`src/rtl/core/mbr_partition_map_translate_unit_defines.svh`:
```
// assertion macros for the mbr partition map translate unit
`ifndef MBR_PARTITION_MAP_TRANSLATE_UNIT_DEFINES_SVH
`define MBR_PARTITION_MAP_TRANSLATE_UNIT_DEFINES_SVH

// same-cycle implication, disabled during reset
`define MBRPT_ASSERT_NOW(lbl, clk, rst, ante, cons, msg) \
   lbl: assert property (@(posedge clk) disable iff (rst) (ante) |-> (cons)) else $error(msg);

// delayed implication, disabled during reset
`define MBRPT_ASSERT_LATER(lbl, clk, rst, ante, cons, msg) \
   lbl: assert property (@(posedge clk) disable iff (rst) (ante) |-> ##2 (cons)) else $error(msg);

`endif

```
`src/rtl/core/mbrpt_pkg.sv`:
```
// shared types and constants of the mbr partition map translate unit
`timescale 1ns / 1ps

package mbrpt_pkg;

   // table geometry
   localparam int SLOT_COUNT   = 4;
   localparam int SLOT_W       = 2;
   localparam int SECTOR_BYTES = 512;
   localparam int POS_W        = 9;

   // sector layout
   localparam logic [POS_W-1:0] TABLE_OFFSET = 9'd446;
   localparam logic [POS_W-1:0] TABLE_END    = 9'd510;
   localparam logic [POS_W-1:0] SIG_OFFSET   = 9'd510;
   localparam logic [POS_W-1:0] LAST_BYTE    = 9'd511;

   // entry field offsets inside a 16-byte entry
   localparam logic [3:0] ENTRY_TYPE_OFF = 4'd4;

   // magic values
   localparam logic [7:0] SIG_FIRST  = 8'h55;
   localparam logic [7:0] SIG_SECOND = 8'hAA;
   localparam logic [7:0] TYPE_CHS   = 8'h0B;
   localparam logic [7:0] TYPE_LBA   = 8'h0C;

   // request opcodes
   localparam logic [1:0] OP_SECTOR = 2'd0;
   localparam logic [1:0] OP_READ   = 2'd1;
   localparam logic [1:0] OP_WRITE  = 2'd2;

   // answer kinds
   localparam logic KIND_SCAN   = 1'b0;
   localparam logic KIND_ACCESS = 1'b1;

   typedef struct packed {
      logic        valid;
      logic [31:0] start;
      logic [31:0] length;
   } slot_entry_type;

   typedef struct packed {
      logic                  done;
      logic                  ok;
      logic [SLOT_COUNT-1:0] mask;
   } scan_status_type;

   typedef struct packed {
      logic [1:0]        opcode;
      logic [7:0]        sector_byte;
      logic [SLOT_W-1:0] partition_index;
      logic [31:0]       block_address;
      logic [31:0]       transfer_count;
   } request_type;

endpackage

```
`src/rtl/core/mbrpt_sector_scan.sv`:
```
// sector byte capture, signature check and partition slot table
`timescale 1ns / 1ps

module mbrpt_sector_scan (
   input  logic                                                  clock,
   input  logic                                                  reset,
   input  logic                                                  byte_en,
   input  logic [7:0]                                            byte_value,
   output mbrpt_pkg::slot_entry_type [mbrpt_pkg::SLOT_COUNT-1:0] slots,
   output mbrpt_pkg::scan_status_type                            status
);

   logic [mbrpt_pkg::POS_W-1:0]                   pos_ff;
   logic [mbrpt_pkg::POS_W-1:0]                   pos_in;
   logic                                          sig_first_ok_ff;
   logic [mbrpt_pkg::SLOT_COUNT-1:0][7:0]         cap_type_ff;
   logic [mbrpt_pkg::SLOT_COUNT-1:0][3:0][7:0]    cap_start_ff;
   logic [mbrpt_pkg::SLOT_COUNT-1:0][3:0][7:0]    cap_length_ff;
   logic [mbrpt_pkg::SLOT_COUNT-1:0]              slot_valid_ff;
   logic [mbrpt_pkg::SLOT_COUNT-1:0][31:0]        slot_start_ff;
   logic [mbrpt_pkg::SLOT_COUNT-1:0][31:0]        slot_length_ff;

   logic [mbrpt_pkg::POS_W-1:0]   rel;
   logic [mbrpt_pkg::SLOT_W-1:0]  entry_sel;
   logic [3:0]                    entry_off;
   logic                          in_table;
   logic                          last_byte;
   logic                          sig_ok;
   logic [mbrpt_pkg::SLOT_COUNT-1:0] commit;

   // position decode inside the partition table area
   assign rel       = pos_ff - mbrpt_pkg::TABLE_OFFSET;
   assign entry_sel = rel[5:4];
   assign entry_off = rel[3:0];
   assign in_table  = (pos_ff >= mbrpt_pkg::TABLE_OFFSET) && (pos_ff < mbrpt_pkg::TABLE_END);
   assign last_byte = (pos_ff == mbrpt_pkg::LAST_BYTE);
   assign pos_in    = last_byte ? '0 : pos_ff + 1'b1;

   // signature and per-slot commit qualification
   assign sig_ok = sig_first_ok_ff && (byte_value == mbrpt_pkg::SIG_SECOND);

   always_comb begin
      for (int i = 0; i < mbrpt_pkg::SLOT_COUNT; i++) begin
         commit[i] = sig_ok
                  && ((cap_type_ff[i] == mbrpt_pkg::TYPE_CHS)
                   || (cap_type_ff[i] == mbrpt_pkg::TYPE_LBA))
                  && (cap_length_ff[i] != '0);
      end
   end

   // scan status for the last sector byte
   assign status.done = byte_en && last_byte;
   assign status.ok   = sig_ok;
   assign status.mask = commit;

   // control state: position, signature flag, slot valid bits
   always_ff @(posedge clock) begin
      if (reset) begin
         pos_ff          <= '0;
         sig_first_ok_ff <= 1'b0;
         slot_valid_ff   <= '0;
      end else if (byte_en) begin
         pos_ff <= pos_in;
         if (pos_ff == mbrpt_pkg::SIG_OFFSET) begin
            sig_first_ok_ff <= (byte_value == mbrpt_pkg::SIG_FIRST);
         end
         if (last_byte) begin
            slot_valid_ff <= slot_valid_ff | commit;
         end
      end
   end

   // entry capture and slot payload
   always_ff @(posedge clock) begin
      if (byte_en && in_table) begin
         if (entry_off == mbrpt_pkg::ENTRY_TYPE_OFF) begin
            cap_type_ff[entry_sel] <= byte_value;
         end else if (entry_off[3:2] == 2'b10) begin
            cap_start_ff[entry_sel][entry_off[1:0]] <= byte_value;
         end else if (entry_off[3:2] == 2'b11) begin
            cap_length_ff[entry_sel][entry_off[1:0]] <= byte_value;
         end
      end
      if (byte_en && last_byte) begin
         for (int i = 0; i < mbrpt_pkg::SLOT_COUNT; i++) begin
            if (commit[i]) begin
               slot_start_ff[i]  <= cap_start_ff[i];
               slot_length_ff[i] <= cap_length_ff[i];
            end
         end
      end
   end

   // slot table view
   always_comb begin
      for (int i = 0; i < mbrpt_pkg::SLOT_COUNT; i++) begin
         slots[i].valid  = slot_valid_ff[i];
         slots[i].start  = slot_start_ff[i];
         slots[i].length = slot_length_ff[i];
      end
   end

endmodule

```
`src/rtl/core/mbrpt_access_check.sv`:
```
// bounds check and rebase of a read or write request against one slot
`timescale 1ns / 1ps

module mbrpt_access_check (
   input  mbrpt_pkg::slot_entry_type [mbrpt_pkg::SLOT_COUNT-1:0] slots,
   input  logic [mbrpt_pkg::SLOT_W-1:0]                          partition_index,
   input  logic [31:0]                                           block_address,
   input  logic [31:0]                                           transfer_count,
   output logic                                                  accepted,
   output logic [31:0]                                           parent_address
);

   mbrpt_pkg::slot_entry_type entry;
   logic [31:0]               remaining;

   // slot select and bounds
   assign entry     = slots[partition_index];
   assign remaining = entry.length - block_address;
   assign accepted  = entry.valid
                   && (transfer_count != '0)
                   && (block_address < entry.length)
                   && (transfer_count <= remaining);

   // rebase, wraps modulo 2^32
   assign parent_address = entry.start + block_address;

endmodule

```
`src/rtl/core/mbr_partition_map_translate_unit.sv`:
```
// top level of the mbr partition map translate unit
// a taken request passes the input register and then the result register before rsp_valid
// throughput: one request per cycle, busy stays low; sector bytes and accesses interleave
// a sector byte other than the last, or opcode 3, gives no answer
// reset: synchronous; clears byte position, signature flag, slot valid bits and valid flags
// the receiver cannot stall the answer strobe
`timescale 1ns / 1ps
`include "mbr_partition_map_translate_unit_defines.svh"

module mbr_partition_map_translate_unit (
   input  logic        clock,
   input  logic        reset,
   input  logic        start,
   output logic        busy,
   input  logic [1:0]  req_opcode,
   input  logic [7:0]  req_sector_byte,
   input  logic [1:0]  req_partition_index,
   input  logic [31:0] req_block_address,
   input  logic [31:0] req_transfer_count,
   output logic        rsp_valid,
   output logic        rsp_answer_kind,
   output logic        rsp_accepted,
   output logic [31:0] rsp_parent_address,
   output logic [31:0] rsp_granted_count,
   output logic        rsp_direction_write,
   output logic [3:0]  rsp_registered_mask
);

   logic                   req_valid_ff;
   mbrpt_pkg::request_type req_ff;
   mbrpt_pkg::request_type req_in;

   mbrpt_pkg::slot_entry_type [mbrpt_pkg::SLOT_COUNT-1:0] slots;
   mbrpt_pkg::scan_status_type                            scan_status;

   logic        is_sector;
   logic        is_access;
   logic        acc_ok;
   logic [31:0] acc_parent;

   logic        rsp_valid_ff,  rsp_valid_in;
   logic        rsp_kind_ff,   rsp_kind_in;
   logic        rsp_ok_ff,     rsp_ok_in;
   logic [31:0] rsp_parent_ff, rsp_parent_in;
   logic [31:0] rsp_count_ff,  rsp_count_in;
   logic        rsp_write_ff,  rsp_write_in;
   logic [3:0]  rsp_mask_ff,   rsp_mask_in;

   // every cycle can take a request
   assign busy = 1'b0;

   // input register
   assign req_in.opcode          = req_opcode;
   assign req_in.sector_byte     = req_sector_byte;
   assign req_in.partition_index = req_partition_index;
   assign req_in.block_address   = req_block_address;
   assign req_in.transfer_count  = req_transfer_count;

   always_ff @(posedge clock) begin
      if (reset) begin
         req_valid_ff <= 1'b0;
      end else begin
         req_valid_ff <= start && !busy;
      end
   end

   always_ff @(posedge clock) begin
      if (start && !busy) begin
         req_ff <= req_in;
      end
   end

   // opcode decode
   assign is_sector = req_valid_ff && (req_ff.opcode == mbrpt_pkg::OP_SECTOR);
   assign is_access = req_valid_ff && ((req_ff.opcode == mbrpt_pkg::OP_READ)
                                    || (req_ff.opcode == mbrpt_pkg::OP_WRITE));

   mbrpt_sector_scan u_scan (
      .clock      (clock),
      .reset      (reset),
      .byte_en    (is_sector),
      .byte_value (req_ff.sector_byte),
      .slots      (slots),
      .status     (scan_status)
   );

   mbrpt_access_check u_access (
      .slots           (slots),
      .partition_index (req_ff.partition_index),
      .block_address   (req_ff.block_address),
      .transfer_count  (req_ff.transfer_count),
      .accepted        (acc_ok),
      .parent_address  (acc_parent)
   );

   // answer select
   always_comb begin
      rsp_valid_in  = scan_status.done || is_access;
      rsp_kind_in   = mbrpt_pkg::KIND_SCAN;
      rsp_ok_in     = 1'b0;
      rsp_parent_in = '0;
      rsp_count_in  = '0;
      rsp_write_in  = 1'b0;
      rsp_mask_in   = '0;
      if (scan_status.done) begin
         rsp_ok_in   = scan_status.ok;
         rsp_mask_in = scan_status.mask;
      end else if (is_access) begin
         rsp_kind_in  = mbrpt_pkg::KIND_ACCESS;
         rsp_ok_in    = acc_ok;
         rsp_write_in = (req_ff.opcode == mbrpt_pkg::OP_WRITE);
         if (acc_ok) begin
            rsp_parent_in = acc_parent;
            rsp_count_in  = req_ff.transfer_count;
         end
      end
   end

   // result register
   always_ff @(posedge clock) begin
      if (reset) begin
         rsp_valid_ff <= 1'b0;
      end else begin
         rsp_valid_ff <= rsp_valid_in;
      end
   end

   always_ff @(posedge clock) begin
      rsp_kind_ff   <= rsp_kind_in;
      rsp_ok_ff     <= rsp_ok_in;
      rsp_parent_ff <= rsp_parent_in;
      rsp_count_ff  <= rsp_count_in;
      rsp_write_ff  <= rsp_write_in;
      rsp_mask_ff   <= rsp_mask_in;
   end

   assign rsp_valid           = rsp_valid_ff;
   assign rsp_answer_kind     = rsp_kind_ff;
   assign rsp_accepted        = rsp_ok_ff;
   assign rsp_parent_address  = rsp_parent_ff;
   assign rsp_granted_count   = rsp_count_ff;
   assign rsp_direction_write = rsp_write_ff;
   assign rsp_registered_mask = rsp_mask_ff;

   // checks
   `MBRPT_ASSERT_NOW(a_reject_zero, clock, reset,
      rsp_valid && (rsp_answer_kind == mbrpt_pkg::KIND_ACCESS) && !rsp_accepted,
      (rsp_parent_address == '0) && (rsp_granted_count == '0),
      "rejected access carries nonzero address or count")
   `MBRPT_ASSERT_NOW(a_scan_clean, clock, reset,
      rsp_valid && (rsp_answer_kind == mbrpt_pkg::KIND_SCAN),
      (rsp_parent_address == '0) && (rsp_granted_count == '0) && !rsp_direction_write,
      "scan status carries access fields")
   `MBRPT_ASSERT_NOW(a_mask_needs_sig, clock, reset,
      rsp_valid && (rsp_answer_kind == mbrpt_pkg::KIND_SCAN) && (rsp_registered_mask != '0),
      rsp_accepted,
      "slots committed without valid signature")
   `MBRPT_ASSERT_LATER(a_read_answered, clock, reset,
      start && !busy && (req_opcode == mbrpt_pkg::OP_READ),
      rsp_valid && (rsp_answer_kind == mbrpt_pkg::KIND_ACCESS) && !rsp_direction_write
         && (rsp_registered_mask == '0),
      "read request not answered as a read")

endmodule

```
`config.mk`:
```
export PLATFORM = sky130hd
export DESIGN_NAME = mbr_partition_map_translate_unit
export DESIGN_NICKNAME = d
export VERILOG_FILES = /design/src/rtl/core/mbrpt_pkg.sv /design/src/rtl/core/mbrpt_sector_scan.sv /design/src/rtl/core/mbrpt_access_check.sv /design/src/rtl/core/mbr_partition_map_translate_unit.sv
export VERILOG_INCLUDE_DIRS = /design/src /design/src/rtl/core
export SDC_FILE = /design/constraint.sdc
export NUM_CORES = 1
export LEC_CHECK = 0
export ABC_AREA = 1
export ABC_CLOCK_PERIOD_IN_PS = 4450
export BUFFER_PORTS_ARGS = -buffer_cell sky130_fd_sc_hd__buf_2
export CORE_MARGIN = 10
export CORE_UTILIZATION = 25
export CTS_CLUSTER_DIAMETER = 120
export DETAILED_ROUTE_END_ITERATION = 12
export PLACE_DENSITY = 0.4
export SLEW_MARGIN = 0
export SYNTH_ARGS = -nofsm -noshare
export SYNTH_HDL_FRONTEND = slang
export SYNTH_HIERARCHICAL = 1
export SYNTH_SLANG_ARGS = --single-unit
```
`constraint.sdc`:
```
create_clock -name clock -period 4.45 [get_ports clock]
set_clock_uncertainty 0.1 [all_clocks]
set_input_delay 0.445 -clock clock [delete_from_list [all_inputs] [get_ports clock]]
set_output_delay 0.445 -clock clock [all_outputs]
set_load 0.01 [all_outputs]
```
### After elaboration in Yosys (flattened, before gate mapping)

Cells that the tools add are included.

| storage, ports and cells | value |
|---|---|
| word-level logic and storage cells | 152 |
| register bits | 707 |
| memory bits (writable) | 0 |
| input port bits | 79 |
| memory bits (read-only) | 0 |
| memories | 0 |
| output and inout bits | 73 |
| latch bits | 0 |

| operators by class | value |
|---|---|
| divide/modulo/power cells | 0 |
| equality and inequality tests | 17 |
| shift-type cells | 0 |
| bitwise gates (word level) | 5 |
| multiply operators | 0 |
| add/sub/neg operators | 4 |
| order comparisons | 9 |
| mux-type cells | 15 |
| reductions and logical operators | 42 |

Operators with widths:

| operator | count |
|---|---|
| $bwmux W128 | 2 |
| $reduce_bool A32 Y1 | 5 |
| $bmux W65 S2 | 1 |
| $mux W65 | 1 |
| $demux W32 S2 | 1 |
| $eq A8 B4 Y1 const B | 8 |
| $add A32 B32 Y32 | 1 |
| $bwmux W32 | 1 |
| $demux W8 S2 | 2 |
| $le A32 B32 Y1 | 1 |
| $lt A32 B32 Y1 | 1 |
| $mux W32 | 1 |
| $sub A32 B32 Y32 | 1 |
| $logic_and A1 B1 Y1 | 19 |
| $eq A9 B9 Y1 const B | 2 |
| $mux W8 | 2 |
| $reduce_and A2 Y1 | 7 |
| $add A9 B1 Y9 const B | 1 |
| $ge A9 B9 Y1 const B | 1 |
| $lt A2 B3 Y1 const B | 3 |
| $lt A9 B9 Y1 const B | 1 |
| $mux W9 | 1 |
| $eq A8 B7 Y1 const B | 1 |
| $eq A8 B8 Y1 const B | 1 |
| 14 further kinds | 27 |

### Logic depth before layout (Yosys ltp)

Gate-level depths: netlist (run 1).

| depth | value |
|---|---|
| depth in word-level cells | 8 |
| mapped depth | 32 |
| gate-level depth less buffers | 27 |

### Cells and area by module

The synthesis (run 1) kept the hierarchy.

By module, submodules not included:

| module | area an instance (sq um) | cells an instance | sequential area each (sq um) | times used |
|---|---|---|---|---|
| mbrpt_sector_scan | 18,391.4 | 965 | 16,615.9 | 1 |
| mbrpt_access_check | 6,999.2 | 1,364 | 0.0 | 1 |
| mbr_partition_map_translate_unit | 4,857.2 | 311 | 3,743.6 | 1 |

### Least setup slack after synthesis (run 1)

OpenSTA, ideal clock, no wires.

| path | value |
|---|---|
| kind | register -> register |
| start | register req_ff[64] (netlist bit) |
| end | register rsp_parent_ff[2] (netlist: rsp_parent_address[2]) |
| buffers on the path | 4 |
| slack | 0.537 ns |
| arrival time | 3.752 ns |
| required time | 4.289 ns |
| setup time | 0.061 ns |
| stages on the path, launching flop included | 32 |
| clock period less this slack | 3.913 ns |
| cell sequence | edfxtp_1 buf_4 inv_2 buf_2 nand2_1 a32o_1 ha_1 fa_1 o21ai_2 nand2_1 nand2_1 nand2_1 nand2_2 nand2_1 nand2_1 nand2_1 nand2_1 inv_1 ha_1 nand2_1 inv_1 nand2_1 nand2_1 nand2_1 nand3_1 a21oi_1 nand2_1 a21oi_2 nand4_2 buf_6 buf_12 nor2_4 |

| between the ends | value |
|---|---|
| cells in the longest elaborated chain, start to end | 7 |
| elaborated cells on any way between the ends | 11 |
| those cells by class | add/sub (2); order compare (2); mux (2); bitwise (1); reduce/logical (4) |

RTL lines:

| what | line | RTL |
|---|---|---|
| start, declared | mbr_partition_map_translate_unit.sv:30 | `mbrpt_pkg::request_type req_ff;` |
| start signal, assigned | mbr_partition_map_translate_unit.sv:69 | `req_ff <= req_in;` |
| $bmux W65 S2 * | mbrpt_access_check.sv:17 | `assign entry = slots[partition_index];` |
| $mux W65 (not written as such) * | mbrpt_access_check.sv:17 |  |
| $sub A32 B32 Y32, or another cell as far along | mbrpt_access_check.sv:18 | `assign remaining = entry.length - block_address;` |
| $le A32 B32 Y1 / $logic_and A1 B1 Y1 (equally long branches) | mbrpt_access_check.sv:22, mbrpt_access_check.sv:21 |  |
| $logic_and A1 B1 Y1 * | mbrpt_access_check.sv:22 | `&& (transfer_count <= remaining);` |
| via acc_ok | mbr_partition_map_translate_unit.sv:38 | `logic acc_ok;` |
| $not A1 Y1 (no line) * | - |  |
| $reduce_or A3 Y1 (no line) * | - |  |
| end signal, assigned | mbr_partition_map_translate_unit.sv:131 | `rsp_parent_ff <= rsp_parent_in;` |
| end, declared | mbr_partition_map_translate_unit.sv:44 | `logic [31:0] rsp_parent_ff, rsp_parent_in;` |

The timed path passes the listed nets; every way through them passes the cells marked *. The select of a mux whose other input is x is not followed.
A chain may end at the register's enable or synchronous reset.

### Worst setup path in the final report (run 1)

| path | value |
|---|---|
| start | register req_ff[64] (netlist bit) |
| end | register rsp_count_ff[31] (netlist: rsp_granted_count[31]) |

| between the ends | value |
|---|---|
| cells in the longest elaborated chain, start to end | 7 |
| elaborated cells on any way between the ends | 10 |
| those cells by class | add/sub (1); order compare (2); mux (2); bitwise (1); reduce/logical (4) |

RTL lines:

| what | line | RTL |
|---|---|---|
| $bmux W65 S2 * | mbrpt_access_check.sv:17 |  |
| $mux W65 (not written as such) * | mbrpt_access_check.sv:17 |  |
| $sub A32 B32 Y32, or another cell as far along | mbrpt_access_check.sv:18 |  |
| $le A32 B32 Y1 / $logic_and A1 B1 Y1 (equally long branches) | mbrpt_access_check.sv:22, mbrpt_access_check.sv:21 |  |
| $logic_and A1 B1 Y1 * | mbrpt_access_check.sv:22 |  |
| via acc_ok | mbr_partition_map_translate_unit.sv:38 |  |
| $not A1 Y1 (no line) * | - |  |
| $reduce_or A3 Y1 (no line) * | - |  |
| end signal, assigned | mbr_partition_map_translate_unit.sv:132 | `rsp_count_ff <= rsp_count_in;` |
| end, declared | mbr_partition_map_translate_unit.sv:45 | `logic [31:0] rsp_count_ff, rsp_count_in;` |

Marks and branches as above.

==> out/metrics.cfg, run 1 <==
[outcome]
status = complete, no violations

[worst_hold_path]
whs_path_depth = 4
min_from = start
hold_path.class = input pin to flop
worst_hold_path.endpoint = req_valid_ff$_SDFF_PP0_

[timing]
timing.slew.headroom = 0.306
max_freq_ghz = 0.235
period_share = 0.956
min_period_ns = 4.25
tightest_slew_ns = 1.04
hold_viol = 0
finalHoldWorstSlack_ns = 0.233
finalSetupViolations = 0
slew_viol_final = 0
rsz0062_at_grt = true

[run]
max_cap_violations = 0

[critical_path]
worstSetupPathType = flop to flop
r2r_slack_ns = 0.20
arrival_ns = 4.74
cp_data_required_time_ns = 4.94
rr_worst_depth = 28
r2r_start = req_ff[64]$_DFFE_PP_
crit_path_start_kind = flop
rr_endpoint = rsp_granted_count[31]$_SDFF_PP0_
end_kind = flop
critical_path_peak_fanout = 24
crit_top_cell = nand2_1
max_stage_delay_ns = 0.45
slowest_stage = edfxtp_1

[placement]
placed_cells = 4543
routabilityCongestion = 0.845
io_buffers = 150
post-dp-hpwl_um = 65700
dpl_cell_area_um2 = 34400

[clocking]
cts_sinks = 707
cts_buffers = 83
h-tree-depth = 3
clkSlewWorstSetupHoldPaths_ns = 0.06
cts_buffer_depth = 3
root_buffer = clkbuf_16
cts_tree = yes
clock_latency_ns = 0.65

[floorplanning]
die_x_um = 368
rows = 127
start_util = 0.252
ioPinCount = 152
die_y_um = 368
fp.dieArea_um2 = 135000
core_area_um2 = 120000

[synthesis]
ys_seq_area_frac = 0.673
synth_area_um2 = 30200
syn_nets = 2824
synth_top_cell_by_area = edfxtp_1
synth-edff-count = 620
synth.distinct_cells = 51
syn_inst = 2640
synth-seq-cells = 707
synth_ff_type = edfxtp_1
async_reset_ff_frac = 0
synth_area_leaders = edfxtp_1 (62%), dfxtp_1 (5.8%), nand2_1 (5.7%), nor2_1 (4.7%), inv_1 (4.4%)
synth.top_cell.area_share = 0.616
synth_warnings = 6
syn_avg_cell_area_um2 = 11.5

[cells_and_area]
layout_commonest_cell = edfxtp_1
seq_area_um2 = 20400
nets = 3289
fin_util = 0.322
drive_gt1_frac = 0.220
layout_common_cells = edfxtp_1 (620), nand2_1 (443), nor2_1 (349)
fin_area_um2 = 38700
syn_to_final_growth_pct = 27.8
nFillCells = 12200
fin_cells = 4787
multi_input_area_um2 = 8820

[global_routing]
grt_pass1_vias = 20500
grt_max_degree = 78
grt_pass1_wl_um = 137000
grt-ovfl-total = 0
grt_usage = 0.135
antenna_found_initial = 2

[power]
power_leakage_nw = 15.2
vdd_drop_max_mv = 0.280
power_w = 0.0166
powerDensity_nw_per_um2 = 430

[drt]
routed_wirelength_um = 93500
wl_per_cell_um = 19.5
dr.first_iter.drc_count = 1262
drtPass1Iterations = 5
via_count = 19900
drc = 0
ant_nets = 0
viasPerCell = 4.15

what timing repair did:
item / in CTS / in global routing
gates resized for setup: 44 / 125
pin swaps: 1 / 23
setup endpoints to repair: 43 / 65
endpoints found under the hold margin: 83 / 0
gates cloned: 2 / 3
setup buffers: 2 / 5
hold buffers: 77 / 0
registers in the layout, indices dropped and copies added, names as in the netlist:
register / count
req_ff: 76
req_valid_ff: 1
rsp_accepted: 1
rsp_answer_kind: 1
rsp_direction_write: 1
rsp_granted_count: 32
rsp_parent_address: 32
rsp_registered_mask: 4
rsp_valid: 1
u_scan/cap_length_ff: 128
u_scan/cap_start_ff: 128
u_scan/cap_type_ff: 32
u_scan/pos_ff: 9
u_scan/sig_first_ok_ff: 1
u_scan/slot_valid_ff: 4
u_scan/slots: 256
logic make-up after synthesis:
logic type / after synthesis / synth area share
AOI/OAI and AO/OA: 339 / 0.0621
buffers and inverters: 411 / 0.0561
xor gates and xnor gates: 34 / 0.0101
DFF: 707 / 0.673
adders and majority gates: 105 / 0.0439
other: 1 / 0.000124
and+or+nand+nor: 1043 / 0.155
layer usage:
| metal | vias to the layer above | track usage | part of all wire |
|---|---|---|---|
| li1 | 9857 | - | - |
| met4 | 0 | 0.0433 | 0.028 |
| met1 | 9493 | 0.174 | 0.45 |
| met5 | - | 0 | 0 |
| met3 | 125 | 0.0238 | 0.043 |
| met2 | 381 | 0.228 | 0.48 |
area by class of cell:
type                    count  share of cell area
multi-input cells        1522               0.228
diodes                      2            0.000129
well taps                1612              0.0522
repair buffers            435              0.0891
clock buffers             102              0.0574
flip-flops and latches    707               0.527
inverters                 356              0.0347
clock inverters            51              0.0119
worst max-delay path, delay by kind of cell, from the launching register on:
family | cells | cell delay (ns)
fa+ha+maj | 2 | 0.54
flops | 1 | 0.45
buf+inv | 8 | 1.26
simple gates | 13 | 1.18
compound gates | 5 | 0.64
where the power goes:
part / internal (W) / switching (W)
combinational: 0.00103 / 0.00154
sequential: 0.00726 / 0.0000875
clock: 0.00391 / 0.00280
metrics by stage:
stage	TNS, ns	worst slack [ns]
after floorplan	0	0.537
after global placement	-1.84	-0.0655
after detailed placement	-2.41	-0.0793
after CTS	0	0.00350
after global routing	-5.07	-0.107
final	0	0.196
worst max path at each step:
| stage | to | startpoint | slack, ns | cells after the start |
|---|---|---|---|---|
| 3_3_place_gp | rsp_parent_address[10]$_SDFF_PP0_ | req_ff[64]$_DFFE_PP_ | -0.07 | 28 |
| 6_report | rsp_granted_count[31]$_SDFF_PP0_ | req_ff[64]$_DFFE_PP_ | 0.20 | 28 |
| 5_1_grt | rsp_granted_count[22]$_SDFF_PP0_ | req_ff[64]$_DFFE_PP_ | -0.11 | 27 |
| 4_1_cts | rsp_parent_address[10]$_SDFF_PP0_ | req_ff[64]$_DFFE_PP_ | 0.004 | 27 |
| 3_5_place_dp | rsp_parent_address[10]$_SDFF_PP0_ | req_ff[64]$_DFFE_PP_ | -0.08 | 25 |
| 2_1_floorplan | rsp_parent_address[2]$_SDFF_PP0_ | req_ff[64]$_DFFE_PP_ | 0.54 | 31 |
synthesized netlist by cell type, drive strengths merged, types with 8 or more instances:
library cell	n
clkbuf	22
xor2	17
o21bai	11
xnor2	17
buf	33
o22ai	61
nand4	19
ha	103
dfxtp	87
o21ai	151
a21oi	92
nor3	27
nand3b	8
and2	8
inv	356
a21o	12
edfxtp	620
nand2	476
nor2	436
nand3	64
(Power assumes the default switching activity.)
==> run 2, diff against run 1 <==
GPL_TIMING_DRIVEN = 0   (was not set)
SETUP_SLACK_MARGIN = 0.3   (was not set)
==> run 2 against run 1 <==
Against the previous run: the flow now finishes with violations (negative setup slack); hold slack lost 0.10 ns; final area increased by 1.8%; flip-flop and latch count unchanged; routed wire length fell by 2.4%; count of clock-buffer cells in the layout increased by 2; sequential power is essentially flat; clock power decreased by 2%; core utilization increased by 0.59 points; final cell count decreased by 1.7%; setup slack got worse by 0.67 ns; die area is the same; power shrank 0.47%; largest power group unchanged.
==> out/metrics.cfg, run 2 (synthesis results as in run 1) <==
[power]
power_leakage_nw = 15.2
p_int_w = 0.0121
pwr-share-comb = 0.158
p_sw_w = 0.00442
p_seq_frac = 0.445
power.clock.fraction = 0.397
powerDensity_nw_per_um2 = 420
netSwitchingFraction = 0.267
vdd_drop_max_mv = 0.249

[drt]
dr.first_iter.drc_count = 1144
routed_wirelength_um = 91300
via_count = 19500
viasPerCell = 4.15
wl_per_cell_um = 19.4
ant_nets = 0
drc = 0
drtPass1Iterations = 5

[timing]
finalSetupViolations = 65
tightest_slew_ns = 1.24
slew_viol_final = 0
worst_slack_ns = -0.474
hold_viol = 0
max_freq_ghz = 0.203
rsz0062_at_grt = true
period_share = 1.11
timing.slew.headroom = 0.165
min_period_ns = 4.92

[global_routing]
grt-ovfl-total = 0
antenna_found_initial = 0
grt_pass1_wl_um = 132000
grt_pass1_vias = 20100
grt_usage = 0.131
grt_max_degree = 56

[cells_and_area]
nets = 3216
drive_gt1_frac = 0.229
fin_area_um2 = 39400
largest_register_ffs = 256
layout_commonest_cell = edfxtp_1
fin_util = 0.328
layout_common_cells = edfxtp_1 (620), nand2_1 (409), inv_1 (344)
syn_to_final_growth_pct = 30.2

[critical_path]
r2r_start = req_ff[64]$_DFFE_PP_
worstSetupPathType = flop to flop
rr_worst_depth = 33
rr_endpoint = rsp_granted_count[24]$_SDFF_PP0_
arrival_ns = 5.40
critical_path_peak_fanout = 6
cp_data_required_time_ns = 4.92
max_stage_delay_ns = 0.41
crit_path_start_kind = flop
end_kind = flop
slowest_stage = edfxtp_1
r2r_slack_ns = -0.47

[worst_hold_path]
hold_path.class = input pin to flop
min_from = start
worst_hold_path.endpoint = req_valid_ff$_SDFF_PP0_
whs_path_depth = 3

[placement]
dpl_cell_area_um2 = 33600
io_buffers = 150
routabilityCongestion = 0.805
pre_cts_ws_ns = -2.30
post-dp-hpwl_um = 67700

[clocking]
clkSlewWorstSetupHoldPaths_ns = 0.06
cts_buffers = 83
clock_latency_ns = 0.65
root_buffer = clkbuf_16
cts_buffer_depth = 3
cts_tree = yes
h-tree-depth = 3
cts_sinks = 707

[floorplanning]
fp.dieArea_um2 = 135000
rows = 127
die_y_um = 368
die_x_um = 368
start_util = 0.252
core_area_um2 = 120000
ioPinCount = 152

[outcome]
status = complete, but fails checks
violations = negative setup slack

[run]
max_cap_violations = 0

run 2: changes by cell type in the layout (fill, tap and decap cells not counted), sizes merged:
cell,before,now
buf,355,261
clkbuf,105,128
clkinvlp,8,1
clkinv,33,30
bufinv,6,4
inv,360,362
diode,2,1
run 2: how the worst max path moves through the flow:
stage | start | cells after the start | to | slack (ns)
detailed placement | req_ff[64]$_DFFE_PP_ | 29 | rsp_parent_address[13]$_SDFF_PP0_ | -2.30
floorplan | req_ff[64]$_DFFE_PP_ | 31 | rsp_parent_address[2]$_SDFF_PP0_ | 0.54
global placement | req_ff[64]$_DFFE_PP_ | 29 | rsp_parent_address[13]$_SDFF_PP0_ | -2.28
global route | req_ff[64]$_DFFE_PP_ | 31 | rsp_granted_count[24]$_SDFF_PP0_ | -0.64
CTS | req_ff[64]$_DFFE_PP_ | 33 | rsp_granted_count[13]$_SDFF_PP0_ | -0.57
finish | req_ff[64]$_DFFE_PP_ | 33 | rsp_granted_count[24]$_SDFF_PP0_ | -0.47
run 2: routing by layer:
layer | wire length, µm | global-route usage
met1 | 41800 | 0.172
met2 | 42900 | 0.218
met3 | 3550 | 0.0220
met5 | 0 | 0
met4 | 3000 | 0.0435
run 2: repair_timing:
action,in CTS,in global routing
hold buffers,77,0
setup buffers,34,15
cloned,7,1
pin swaps,43,70
setup endpoints to repair,65,65
resized for setup,273,143
endpoints found under the hold margin,77,0
run 2: final cells by class:
cell class                 count  area, µm²
antenna                        1       2.50
clock buffer                 104       2250
multi-input combinational   1522       9620
buffer                        55        593
fill                       12100      80600
timing repair buffer         307       2780
inverter                     356       1370
tap                         1612       2020
sequential                   707      20400
clock inverter                41        389
run 2: per-stage QoR:
stage / total power [W] / hold slack [ns] / setup TNS [ns] / instances
finish: 0.0166 / 0.133 / -26.11 / 4705
global route: 0.0174 / 0.141 / -37.26 / 4704
floorplan: 0.00879 / 0.300 / 0 / 2640
CTS: 0.0166 / 0.121 / -29.61 / 4688
detailed placement: 0.00960 / 0.305 / -144.36 / 4425
global placement: 0.00952 / 0.300 / -494.14 / 4402
run 2: worst max-delay path: cells and delay by family (launching register included):
| family | cells | cell delay [ns] |
|---|---|---|
| buffers and inverters | 11 | 1.47 |
| adders and majority gates | 2 | 0.55 |
| AOI/OAI and AO/OA | 5 | 1.07 |
| DFF | 1 | 0.41 |
| and+or+nand+nor | 15 | 1.18 |
run 2: power groups by stage:
stage	Clock [W]	Sequential [W]	Combinational (W)
3_5_place_dp	0	0.00752	0.00208
4_1_cts	0.00681	0.00738	0.00246
5_1_grt	0.00707	0.00737	0.00292
6_report	0.00656	0.00737	0.00262
3_3_place_gp	0	0.00761	0.00191
2_1_floorplan	0	0.00746	0.00133
==> run 3, diff against run 2 <==
BUFFER_PORTS_ARGS = not set   (was -buffer_cell sky130_fd_sc_hd__buf_2)
DONT_BUFFER_PORTS = 1   (was not set)
PLACE_DENSITY = 0.39   (was 0.4)
==> run 3 against run 2 <==
Against the previous run: the flow still finishes with violations (negative setup slack); die area did not move; global-route usage grew 0.17 points; flip-flop and latch count unchanged; critical path type unchanged; largest cell class unchanged; largest power group unchanged.
==> out/metrics.cfg, run 3 (synthesis results as in run 1) <==
[outcome]
status = complete, but fails checks
violations = negative setup slack

[global_routing]
met1_usage = 0.163
use_met2 = 0.224
busiest_layer = met2
grt_usage = 0.133
grt_pass1_wl_um = 133000
grt-ovfl-total = 0
grt_max_degree = 78
antenna_found_initial = 2
use_met3 = 0.0330
grt_pass1_vias = 19900

[critical_path]
crit_path_start_kind = flop
rr_worst_depth = 31
end_kind = flop
rr_endpoint = rsp_granted_count[22]$_SDFF_PP0_
critical_path_peak_fanout = 10
r2r_slack_ns = -0.42
r2r_start = req_ff[64]$_DFFE_PP_
crit_top_cell = nand2_1
worstSetupPathType = flop to flop
max_stage_delay_ns = 0.41
arrival_ns = 5.37
slowest_stage = edfxtp_1
cp_data_required_time_ns = 4.95

[cells_and_area]
layout_common_cells = edfxtp_1 (620), nand2_1 (421), inv_1 (346)
syn_to_final_growth_pct = 27.5
layout_commonest_cell = edfxtp_1
largest_register_ffs = 256
drive_gt1_frac = 0.188
fin_area_um2 = 38600
antenna_cells = 0
nets = 3064
nFillCells = 12000

[drt]
dr.first_iter.drc_count = 1215
drtPass1Iterations = 5
routed_wirelength_um = 92500
drc = 0
via_count = 19200
wl_per_cell_um = 20.3
viasPerCell = 4.20
ant_nets = 0

[clocking]
clock_latency_ns = 0.68
cts_tree = yes
clkSlewWorstSetupHoldPaths_ns = 0.06
root_buffer = clkbuf_16
cts_buffers = 83
h-tree-depth = 3
cts_sinks = 707
cts_buffer_depth = 3

[floorplanning]
rows = 127
fp.dieArea_um2 = 135000
start_util = 0.252
die_x_um = 368
die_y_um = 368
core_area_um2 = 120000
ioPinCount = 152

[timing]
timing.slew.headroom = 0.175
hold_viol = 0
rsz0062_at_grt = true
slew_viol_final = 0
worst_slack_ns = -0.421
fin_tns_setup_ns = -24.28
finalSetupViolations = 65
tightest_slew_ns = 1.23
min_period_ns = 4.87
period_share = 1.09
max_freq_ghz = 0.205

[worst_hold_path]
min_from = start
hold_path.class = input pin to flop
worst_hold_path.endpoint = req_valid_ff$_SDFF_PP0_
whs_path_depth = 3

[placement]
routabilityCongestion = 0.797
io_buffers = 0
dpl_cell_area_um2 = 32800
post-dp-hpwl_um = 68500
pre_cts_ws_ns = -2.21

[power]
powerDensity_nw_per_um2 = 435
vdd_drop_max_mv = 0.333
power_leakage_nw = 14.5

[run]
max_cap_violations = 0

[run 3: cell count changes in the layout (fill, tap and decap cells not counted), moves of 7 or more]
cell,change
nand2_1,+12
o21ai_1,-8
nand2_2,-10
o21ai_2,+10
o22ai_2,+7
o21ai_0,+8
buf_2,-149
o21ai_4,-10
[run 3: timing repair]
item                                    in CTS  in global routing
setup buffers                               34                 11
pin swaps                                   39                 61
endpoints found under the hold margin      168                  0
cloned                                       3                  7
resized for setup                          202                184
hold buffers                                78                  0
endpoints found under the setup margin      65                 65
[run 3: critical path: cells and delay by family, from the launching register on]
family | cells | cell delay, ns
adders and majority gates | 2 | 0.58
AOI/OAI and AO/OA | 5 | 1.13
and+or+nand+nor | 15 | 1.28
buffers and inverters | 9 | 1.28
DFF | 1 | 0.41
[run 3: through the flow]
step                std cells  utilization  hold WS [ns]  power, W
floorplan                2640            -         0.300   0.00879
global route             4556        0.322        0.0964    0.0176
finish                   4556        0.322        0.0696    0.0168
global placement         4252        0.269         0.300   0.00948
CTS                      4538        0.314        0.0558    0.0168
detailed placement       4274        0.274         0.305   0.00955
[run 3: worst max path at each step]
stage                         startpoint                                to  slack, ns  cells after the start
floorplan           req_ff[64]$_DFFE_PP_  rsp_parent_address[2]$_SDFF_PP0_       0.54                     31
finish              req_ff[64]$_DFFE_PP_  rsp_granted_count[22]$_SDFF_PP0_      -0.42                     31
detailed placement  req_ff[64]$_DFFE_PP_  rsp_granted_count[25]$_SDFF_PP0_      -2.21                     29
CTS                 req_ff[64]$_DFFE_PP_  rsp_granted_count[25]$_SDFF_PP0_      -0.46                     33
global route        req_ff[64]$_DFFE_PP_  rsp_granted_count[22]$_SDFF_PP0_      -0.62                     31
global placement    req_ff[64]$_DFFE_PP_  rsp_granted_count[25]$_SDFF_PP0_      -2.17                     29
[run 3: cell type report]
cell class / instances / area (µm²) / area share
well taps: 1612 / 2020 / 0.0523
flip-flops and latches: 707 / 20400 / 0.528
multi-input cells: 1522 / 9460 / 0.245
clock inverters: 51 / 577 / 0.0150
plain buffers: 55 / 603 / 0.0156
inverters: 356 / 1370 / 0.0354
repair buffers: 155 / 2010 / 0.0520
clock buffers: 98 / 2200 / 0.0569
[run 3: where the power goes]
part           internal (W)  switching [W]
sequential          0.00726       0.000128
combinational      0.000973        0.00155
clock               0.00407        0.00278
[run 3: routing by layer]
metal  up-vias  part of all wire  wire, µm
li1       9396                 -         -
met1      9207              0.43     40000
met2       417              0.48     44100
met3       134             0.052      4810
met4         0             0.038      3520
met5         -                 0         0
